[src/nffl_pkg.sv]
`timescale 1ns / 1ps
`default_nettype none

package nffl_pkg;

  typedef struct packed {
    logic [31:0] start;
    logic [31:0] size;
  } seg_t;

  typedef enum logic [3:0] {
    ST_INIT,
    ST_IDLE,
    ST_A_RD,
    ST_A_CHK,
    ST_F_RD,
    ST_F_CHK,
    ST_F_DEC,
    ST_SH_RD,
    ST_SH_WR,
    ST_INS_WR,
    ST_DONE
  } state_t;

  localparam logic [1:0] STAT_OK    = 2'd0;
  localparam logic [1:0] STAT_NOFIT = 2'd1;
  localparam logic [1:0] STAT_FULL  = 2'd2;

  localparam logic REQ_ALLOC = 1'b0;
  localparam logic REQ_FREE  = 1'b1;

  localparam logic CFG_HEAP = 1'b0;
  localparam logic CFG_HDR  = 1'b1;

  localparam logic [31:0] HEAP_RESET = 32'd4194304;
  localparam logic [6:0]  HDR_RESET  = 7'd16;

  function automatic logic [31:0] sat32(input logic [34:0] v);
    sat32 = (v[34:32] != 3'd0) ? 32'hFFFF_FFFF : v[31:0];
  endfunction

endpackage

`default_nettype wire

[src/nffl_ctrl.sv]
`timescale 1ns / 1ps
`default_nettype none

module nffl_ctrl #(
  parameter int MAX_SEGMENTS = 64,
  parameter int IW = 6,
  parameter int CW = 7
) (
  input  wire logic          clk,
  input  wire logic          rst,
  input  wire logic          cfg_we,
  input  wire logic          cfg_index,
  input  wire logic [31:0]   cfg_data,
  input  wire logic          in_valid,
  output logic               in_ready,
  input  wire logic          in_type,
  input  wire logic [31:0]   in_req,
  input  wire logic [31:0]   in_addr,
  output logic               out_valid,
  input  wire logic          out_ready,
  output logic [1:0]         out_status,
  output logic [31:0]        out_daddr,
  output logic [31:0]        out_gnt,
  output logic               rd_en,
  output logic [IW-1:0]      rd_addr,
  input  nffl_pkg::seg_t     rd_data,
  output logic               wr_en,
  output logic [IW-1:0]      wr_addr,
  output nffl_pkg::seg_t     wr_data
);

  localparam logic [CW-1:0] MAXC = CW'(MAX_SEGMENTS);

  nffl_pkg::state_t state, state_next;

  logic [31:0]   heap;
  logic [6:0]    hdr;
  logic [CW-1:0] cnt;
  logic [IW-1:0] rover;
  logic [IW-1:0] idx;
  logic [CW-1:0] steps;
  logic [CW-1:0] p;
  logic [IW-1:0] j;
  logic [IW-1:0] jend;
  logic          ins;
  logic [31:0]   req;
  logic [31:0]   hdr_addr;
  nffl_pkg::seg_t prv;
  nffl_pkg::seg_t cur;
  logic [1:0]    res_status;
  logic [31:0]   res_daddr;
  logic [31:0]   res_gnt;

  // allocate check
  logic [32:0] need;
  logic        fits, exact;
  logic [31:0] rest;
  logic [IW-1:0] idx_nxt;
  // free decision
  logic        have_prev, have_cur, mn, mp;
  logic [34:0] sum_both, sum_mp, sum_mn;
  logic        out_load;

  assign need  = {1'b0, req} + 33'(hdr);
  assign fits  = {1'b0, rd_data.size} >= need;
  assign exact = {1'b0, rd_data.size} == need;
  assign rest  = rd_data.size - need[31:0];
  assign idx_nxt = (CW'(idx) + CW'(1) == cnt) ? '0 : idx + IW'(1);

  assign have_prev = p != '0;
  assign have_cur  = p < cnt;
  assign mn = have_cur &&
              ({2'b0, hdr_addr} + 34'(hdr) + {2'b0, req} == {2'b0, cur.start});
  assign mp = have_prev &&
              ({2'b0, prv.start} + 34'(hdr) + {2'b0, prv.size} == {2'b0, hdr_addr});
  assign sum_both = {3'b0, prv.size} + 35'(hdr) + {3'b0, req} + 35'(hdr)
                  + {3'b0, cur.size};
  assign sum_mp   = {3'b0, prv.size} + 35'(hdr) + {3'b0, req};
  assign sum_mn   = {3'b0, req} + 35'(hdr) + {3'b0, cur.size};

  assign in_ready = state == nffl_pkg::ST_IDLE;
  assign out_load = (state == nffl_pkg::ST_DONE) && (!out_valid || out_ready);

  always_ff @(posedge clk) begin
    if (rst) begin
      state <= nffl_pkg::ST_INIT;
    end else if (cfg_we) begin
      state <= nffl_pkg::ST_INIT;
    end else begin
      state <= state_next;
    end
  end

  always_comb begin
    state_next = state;
    rd_en   = 1'b0;
    rd_addr = idx;
    wr_en   = 1'b0;
    wr_addr = idx;
    wr_data = rd_data;
    unique case (state)
      nffl_pkg::ST_INIT: begin
        wr_en   = 1'b1;
        wr_addr = '0;
        wr_data.start = '0;
        wr_data.size  = (heap >= 32'(hdr)) ? heap - 32'(hdr) : '0;
        state_next = nffl_pkg::ST_IDLE;
      end
      nffl_pkg::ST_IDLE: begin
        if (in_valid) begin
          if (in_type == nffl_pkg::REQ_ALLOC) begin
            state_next = (cnt == '0) ? nffl_pkg::ST_DONE : nffl_pkg::ST_A_RD;
          end else begin
            state_next = (cnt == '0) ? nffl_pkg::ST_F_DEC : nffl_pkg::ST_F_RD;
          end
        end
      end
      nffl_pkg::ST_A_RD: begin
        rd_en = 1'b1;
        state_next = nffl_pkg::ST_A_CHK;
      end
      nffl_pkg::ST_A_CHK: begin
        if (!fits) begin
          state_next = (steps == CW'(1)) ? nffl_pkg::ST_DONE : nffl_pkg::ST_A_RD;
        end else if (exact) begin
          state_next = (CW'(idx) < cnt - CW'(1)) ? nffl_pkg::ST_SH_RD : nffl_pkg::ST_DONE;
        end else begin
          wr_en = 1'b1;
          wr_data.start = rd_data.start;
          wr_data.size  = rest;
          state_next = nffl_pkg::ST_DONE;
        end
      end
      nffl_pkg::ST_F_RD: begin
        rd_en   = 1'b1;
        rd_addr = IW'(p);
        state_next = nffl_pkg::ST_F_CHK;
      end
      nffl_pkg::ST_F_CHK: begin
        if (rd_data.start <= hdr_addr) begin
          state_next = (p + CW'(1) == cnt) ? nffl_pkg::ST_F_DEC : nffl_pkg::ST_F_RD;
        end else begin
          state_next = nffl_pkg::ST_F_DEC;
        end
      end
      nffl_pkg::ST_F_DEC: begin
        if (mp) begin
          wr_en   = 1'b1;
          wr_addr = IW'(p - CW'(1));
          wr_data.start = prv.start;
          wr_data.size  = nffl_pkg::sat32(mn ? sum_both : sum_mp);
          state_next = (mn && (p < cnt - CW'(1))) ? nffl_pkg::ST_SH_RD : nffl_pkg::ST_DONE;
        end else if (mn) begin
          wr_en   = 1'b1;
          wr_addr = IW'(p);
          wr_data.start = hdr_addr;
          wr_data.size  = nffl_pkg::sat32(sum_mn);
          state_next = nffl_pkg::ST_DONE;
        end else if (cnt >= MAXC) begin
          state_next = nffl_pkg::ST_DONE;
        end else begin
          state_next = have_cur ? nffl_pkg::ST_SH_RD : nffl_pkg::ST_INS_WR;
        end
      end
      nffl_pkg::ST_SH_RD: begin
        rd_en   = 1'b1;
        rd_addr = ins ? j : j + IW'(1);
        state_next = nffl_pkg::ST_SH_WR;
      end
      nffl_pkg::ST_SH_WR: begin
        wr_en   = 1'b1;
        wr_addr = ins ? j + IW'(1) : j;
        wr_data = rd_data;
        if (j == jend) begin
          state_next = ins ? nffl_pkg::ST_INS_WR : nffl_pkg::ST_DONE;
        end else begin
          state_next = nffl_pkg::ST_SH_RD;
        end
      end
      nffl_pkg::ST_INS_WR: begin
        wr_en   = 1'b1;
        wr_addr = IW'(p);
        wr_data.start = hdr_addr;
        wr_data.size  = req;
        state_next = nffl_pkg::ST_DONE;
      end
      nffl_pkg::ST_DONE: begin
        if (out_load) begin
          state_next = nffl_pkg::ST_IDLE;
        end
      end
      default: state_next = nffl_pkg::ST_INIT;
    endcase
  end

  // config registers
  always_ff @(posedge clk) begin
    if (rst) begin
      heap <= nffl_pkg::HEAP_RESET;
      hdr  <= nffl_pkg::HDR_RESET;
    end else if (cfg_we) begin
      unique case (cfg_index)
        nffl_pkg::CFG_HEAP: heap <= cfg_data;
        nffl_pkg::CFG_HDR:  hdr  <= cfg_data[6:0];
        default: ;
      endcase
    end
  end

  // table bookkeeping
  always_ff @(posedge clk) begin
    if (rst) begin
      cnt   <= CW'(1);
      rover <= '0;
    end else begin
      unique case (state)
        nffl_pkg::ST_INIT: begin
          cnt   <= CW'(1);
          rover <= '0;
        end
        nffl_pkg::ST_A_CHK: begin
          if (fits && exact) begin
            cnt <= cnt - CW'(1);
            if (cnt == CW'(1)) begin
              rover <= '0;
            end else begin
              rover <= (idx != '0) ? idx - IW'(1) : IW'(cnt - CW'(2));
            end
          end else if (fits) begin
            rover <= (idx == '0) ? IW'(cnt - CW'(1)) : idx - IW'(1);
          end
        end
        nffl_pkg::ST_F_DEC: begin
          if (mp) begin
            rover <= IW'(p - CW'(1));
            if (mn) begin
              cnt <= cnt - CW'(1);
            end
          end else if (mn) begin
            rover <= have_prev ? IW'(p - CW'(1)) : IW'(cnt - CW'(1));
          end else if (cnt < MAXC) begin
            cnt   <= cnt + CW'(1);
            rover <= have_prev ? IW'(p - CW'(1)) : IW'(cnt);
          end
        end
        default: ;
      endcase
    end
  end

  // per-request datapath
  always_ff @(posedge clk) begin
    unique case (state)
      nffl_pkg::ST_IDLE: begin
        req        <= in_req;
        hdr_addr   <= in_addr - 32'(hdr);
        idx        <= (CW'(rover) + CW'(1) == cnt) ? '0 : rover + IW'(1);
        steps      <= cnt;
        p          <= '0;
        res_status <= (in_type == nffl_pkg::REQ_ALLOC && cnt == '0)
                      ? nffl_pkg::STAT_NOFIT : nffl_pkg::STAT_OK;
        res_daddr  <= '0;
        res_gnt    <= '0;
      end
      nffl_pkg::ST_A_CHK: begin
        if (!fits) begin
          steps <= steps - CW'(1);
          idx   <= idx_nxt;
          if (steps == CW'(1)) begin
            res_status <= nffl_pkg::STAT_NOFIT;
          end
        end else if (exact) begin
          res_daddr <= rd_data.start + 32'(hdr);
          res_gnt   <= rd_data.size;
          ins  <= 1'b0;
          j    <= idx;
          jend <= IW'(cnt - CW'(2));
        end else begin
          res_daddr <= rd_data.start + rest + {24'b0, hdr, 1'b0};
          res_gnt   <= req;
        end
      end
      nffl_pkg::ST_F_CHK: begin
        if (rd_data.start <= hdr_addr) begin
          prv <= rd_data;
          p   <= p + CW'(1);
        end else begin
          cur <= rd_data;
        end
      end
      nffl_pkg::ST_F_DEC: begin
        if (mp) begin
          ins  <= 1'b0;
          j    <= IW'(p);
          jend <= IW'(cnt - CW'(2));
        end else if (!mn) begin
          if (cnt >= MAXC) begin
            res_status <= nffl_pkg::STAT_FULL;
          end
          ins  <= 1'b1;
          j    <= IW'(cnt - CW'(1));
          jend <= IW'(p);
        end
      end
      nffl_pkg::ST_SH_WR: begin
        j <= ins ? j - IW'(1) : j + IW'(1);
      end
      default: ;
    endcase
  end

  // result register: the next request may start while this one waits
  always_ff @(posedge clk) begin
    if (rst) begin
      out_valid <= 1'b0;
    end else if (out_load) begin
      out_valid <= 1'b1;
    end else if (out_ready) begin
      out_valid <= 1'b0;
    end
  end

  always_ff @(posedge clk) begin
    if (out_load) begin
      out_status <= res_status;
      out_daddr  <= res_daddr;
      out_gnt    <= res_gnt;
    end
  end

endmodule

`default_nettype wire

[config.mk]
export PLATFORM = sky130hd
export DESIGN_NAME = nffl_ctrl
export DESIGN_NICKNAME = d
export VERILOG_FILES = /design/src/nffl_pkg.sv /design/src/nffl_ctrl.sv
export SDC_FILE = /design/constraint.sdc
export NUM_CORES = 2
export LEC_CHECK = 0
export ABC_AREA = 1
export BUFFER_PORTS_ARGS = -buffer_cell sky130_fd_sc_hd__buf_2
export CAP_MARGIN = 30
export CORE_ASPECT_RATIO = 0.5
export CORE_MARGIN = 1.5
export CORE_UTILIZATION = 45
export CTS_CLUSTER_DIAMETER = 200
export DETAILED_ROUTE_END_ITERATION = 6
export PLACE_DENSITY = 0.73
export SLEW_MARGIN = 20
export SYNTH_ARGS = -nofsm -noshare
export SYNTH_HDL_FRONTEND = slang
export SYNTH_SLANG_ARGS = --single-unit
export TNS_END_PERCENT = 10
[constraint.sdc]
create_clock -name clk -period 7.09 [get_ports clk]
set_clock_uncertainty 0.2 [all_clocks]
set_input_delay 0.3545 -clock clk [delete_from_list [all_inputs] [get_ports clk]]
set_output_delay 0.3545 -clock clk [all_outputs]
set_load 0.005 [all_outputs]
# Word level (Yosys, flattened, before mapping)
# Cells that the tools add are included.
# op_classes
bitwise	3
n_addsub	30
eq_ne	35
magnitude_cmp	8
reduce_logical	38
n_mux	96
# ops
op	n
32-bit two-way mux	9
64-bit case mux with 4 select lines	1
32-bit by 7-bit adder with 33-bit output	5
6-bit two-way mux	26
33-bit by 32-bit adder with 34-bit output	4
64-bit two-way mux	2
32-bit case mux with 2 select lines	2
34-bit by 32-bit equality test with 1-bit output	2
32-bit by 7-bit subtractor with 32-bit output	2
4-bit two-way mux	14
7-bit two-way mux	7
4-bit case mux with 11 select lines	1
6-bit case mux with 2 select lines	3
6-bit case mux with 3 select lines	2
35-bit by 32-bit adder with 35-bit output	1
35-bit by 7-bit adder with 35-bit output	1
35-bit two-way mux	1
32-bit by 33-bit equality test with 1-bit output	1
32-bit by 33-bit >= comparator with 1-bit output	1
32-bit adder	1
32-bit by 7-bit adder with 32-bit output	1
32-bit by 8-bit adder with 32-bit output	1
32-bit by 7-bit >= comparator with 1-bit output	1
32-bit <= comparator	1
other kinds (47)	120
# word_totals
ff_bits	414
output_inout_bits	146
wordCells	234

# Depth between registers and ports, before layout
# depth
word_depth	9
mapped_depth	34

# Worst setup path before layout
# Ideal clock, no wire load.
# synth_path
path_type	reg2out
startpoint	reg hdr[1]
endpoint	out wr_data[1] in the netlist's numbering
setup_slack_ns	1.094
arrival_time_ns	5.441
path_buffers	1
required_ns	6.536
stages_incl_launch_ff	30
cell_sequence	dfxtp_1 > inv_1 > fa_1 > inv_1 > ha_1 > inv_1 > fa_1 > o21ai_0 > a21oi_1 > o21bai_1 > a21oi_1 > o21ai_0 > a21oi_1 > xnor2_1 > ha_1 > ha_1 > a21oi_1 > o21ai_0 > a21oi_1 > nor3_1 > nor2_1 > nand2_1 > nand2_1 > nor3b_1 > nand4_1 > nand2_1 > buf_2 > nand3_1 > nand2_1 > nand3_1
# synth_rtl
element	line	text
start, declared	nffl_ctrl.sv:37	logic [6:0] hdr;
start signal, assigned	nffl_ctrl.sv:200	hdr <= nffl_pkg::HDR_RESET;
start signal, assigned	nffl_ctrl.sv:204	nffl_pkg::CFG_HDR: hdr <= cfg_data[6:0];
end, declared	nffl_ctrl.sv:29	output nffl_pkg::seg_t wr_data

==> metrics.txt <==
port buffer count 312; WP data required around 6.5 ns; layout cells sized above 1 between 10% and 20%; commonest cells in the netlist 1450 x nand2_1, 818 x inv_1, 575 x nor2_1; CP endpoint wr_data[7]; placed cell areas 0.0464 mm^2; RSZ-0062 raised after global routing no; VDD IR max 0.173 mV; leak pwr between 0.02 and 0.025 uW; largest net degree at the start of global routing about 80; Post-synth EDFFs approximately 360; CP max-delay cell fa_1; drt pass-1 iters 7; Cell Area, Synth roughly 0.043 mm^2; core area around 0.094 mm^2; status finished with violations; Worst slew margin 28.2%; WL final 196000 um; gr usage total between 30% and 40%; Buf+Inv Stages, Crit Path 7; Antenna Nets Post-Route 0; drt wl/cell roughly 25 um; chip height approximately 220 um; worst reg-to-reg setup slack between 0.4 and 0.5 ns; Fillers around 9000; Synth top area share 25.0%; clock-pin transition on the worst setup and hold timing paths around 0.070 ns; first-pass GRT wire length about 280000 um; vias in the first global route ~42000; total of max-cap violations 0; TritonCTS clock tree built; min Tclk post-route about 7.0 ns; top post-synthesis cells by area edfxtp_1 25%, ha_1 14%, nand2_1 13%, inv_1 7.2%, a21oi_1 5.2%; DRT iter0 DRCs slightly below 7000; CP startpoint prv[1]; critical path arrival roughly 6.4 ns; final hold vios 0; Nets approximately 7200; YS warnings 0; H-tree levels 2; crit start category flop; failing checks design-rule violations; flops & latches, synth 414; hold_ws approximately 0.043 ns; final setup vio count 0; fin area 0.0501 mm^2; Root Driver clkbuf_16; CP delay by family, top simple AND/OR/NAND/NOR gates; Crit. End Element primary output; net count after synthesis approximately 6700; asr flop ratio synth 0%; Syn Inst Count 5996; initial antenna violation count 11; Worst R2R Path Depth 26; slowest stage delay, CP ~0.57 ns; clk sinks just over 400; # IOs between 300 and 400; CTS Buf Count 44; power per cell area ~180 mW/mm^2; Yosys cell types 67; f_max between 0.1 and 0.15 GHz; Starting Density a little under half; count of final max-slew check failures 0; Die W around 440 um; GRT overflow 0; clk_lat worst skew approximately 0.63 ns; Hold Crit Class input pin to flop; RR Endpoint res_daddr[23]; # rows 79; Least-Margin Pin Slew 1.08 ns; area grow syn2layout 16.9%; Final TNS setup 0 ns; crit path max fanout 13; DRC viols 1; post-synthesis sequential area ratio around 28%; mean area per synthesized cell just over 7 um^2; Crit path top cell by count nand2_1; Reg-to-Reg Start req[0]; die area just under 0.1 mm^2; DP HPWL around 150000 um; fin crit share a little over nine tenths; Primary FF master, synth edfxtp_1; global placer's final weighted congestion about 1.1; cell depth of the worst setup path 28; top-count cell post-synth nand2_1; via count between 40000 and 50000; clock buffer depth 3; vias per cell 5.92; Yosys top cell by area edfxtp_1; Crit Path Category flop to primary output
-- worst min-delay path: stages --
cell,delay (ns)
buf_2,0.09
ha_1,0.20
xnor2_1,0.13
-- cells by family after synthesis --
kind of cell | count (synthesis) | share of synthesized area, %
simple gates | 2722 | 27.0
xor+xnor | 340 | 6.98
fa+ha+maj | 520 | 16.1
flops | 414 | 27.7
buf+inv | 972 | 8.84
compound gates | 1028 | 13.4
-- metal layers --
layer  wire (um)  GRT usage (%)
met1       74900           51.4
met2       78800           55.7
met3       30100           14.0
met4       12200           19.8
met5          47              0
-- where the power goes --
| part | switching, uW | internal, uW | total (uW) | leakage [uW] |
|---|---|---|---|---|
| registers | 130 | 2730 | 2860 | 0.00375 |
| logic | 2520 | 1330 | 3850 | 0.0195 |
| clock network | 1170 | 1320 | 2490 | 0.000709 |
-- final cells by class --
| type | instances | area (um^2) | share of cell area, % |
|---|---|---|---|
| clock buffer | 57 | 1220 | 2.44 |
| antenna | 8 | 20.0 | 0.0400 |
| timing repair buffer | 617 | 4450 | 8.88 |
| multi-input combinational | 4610 | 27600 | 55.1 |
| sequential | 414 | 11900 | 23.7 |
| clock inverter | 24 | 238 | 0.475 |
| inverter | 837 | 3140 | 6.27 |
| tap | 1255 | 1570 | 3.13 |
-- worst min path at each step --
stage                             start            end  slack [ns]  cells past startpoint
after global placement    res_daddr[15]  out_daddr[15]        0.20                      0
after floorplan            res_daddr[0]   out_daddr[0]        0.20                      0
after detailed placement    res_gnt[27]    out_gnt[27]        0.20                      0
final                        in_addr[2]    hdr_addr[2]        0.04                      3
after global routing         in_addr[3]    hdr_addr[3]        0.09                      3
after CTS                    in_addr[2]    hdr_addr[2]        0.02                      3
-- repair_timing --
| item | 4_1_cts | 5_1_grt |
|---|---|---|
| gates cloned | 0 | 1 |
| buffers inserted | 1 | 20 |
| resized for setup | 7 | 69 |
| endpoints found under the hold margin | 233 | 0 |
| pin swaps | 1 | 14 |
| hold buffers | 165 | 0 |
| endpoints found under the setup margin | 32 | 43 |
-- through the flow --
stage | utilization, % | power, uW | std cells | worst slack [ns]
after global placement | 49.5 | 6430 | 7542 | 0.485
after floorplan | - | 5170 | 5996 | 1.09
after detailed placement | 49.5 | 6430 | 7543 | 0.346
after global routing | 53.5 | 9570 | 7816 | 0.0346
after CTS | 52.9 | 8960 | 7790 | 0.000183
final | 53.5 | 9190 | 7822 | 0.113
-- cell usage in the layout (no fill, tap or decap), types with 165 or more instances in the layout --
cell type         n
buf_2           313
nand2_1        1442
nand3_1         352
edfxtp_1        357
xor2_1          212
a21oi_1         429
dlygate4sd3_1   165
inv_1           816
ha_1            462
o21ai_0         295
nor2_1          567
-- sequential cells by signal, summed over array words and instances (netlist names), 4 cells and up --
signal	count
req	32
heap	32
prv	64
res_gnt	32
jend	6
rover	6
hdr_addr	32
out_daddr	32
out_gnt	32
res_daddr	32
j	6
p	7
steps	7
hdr	7
cnt	7
idx	6
cur	64
state	4
Note: power is estimated with default switching activity, not from simulation.
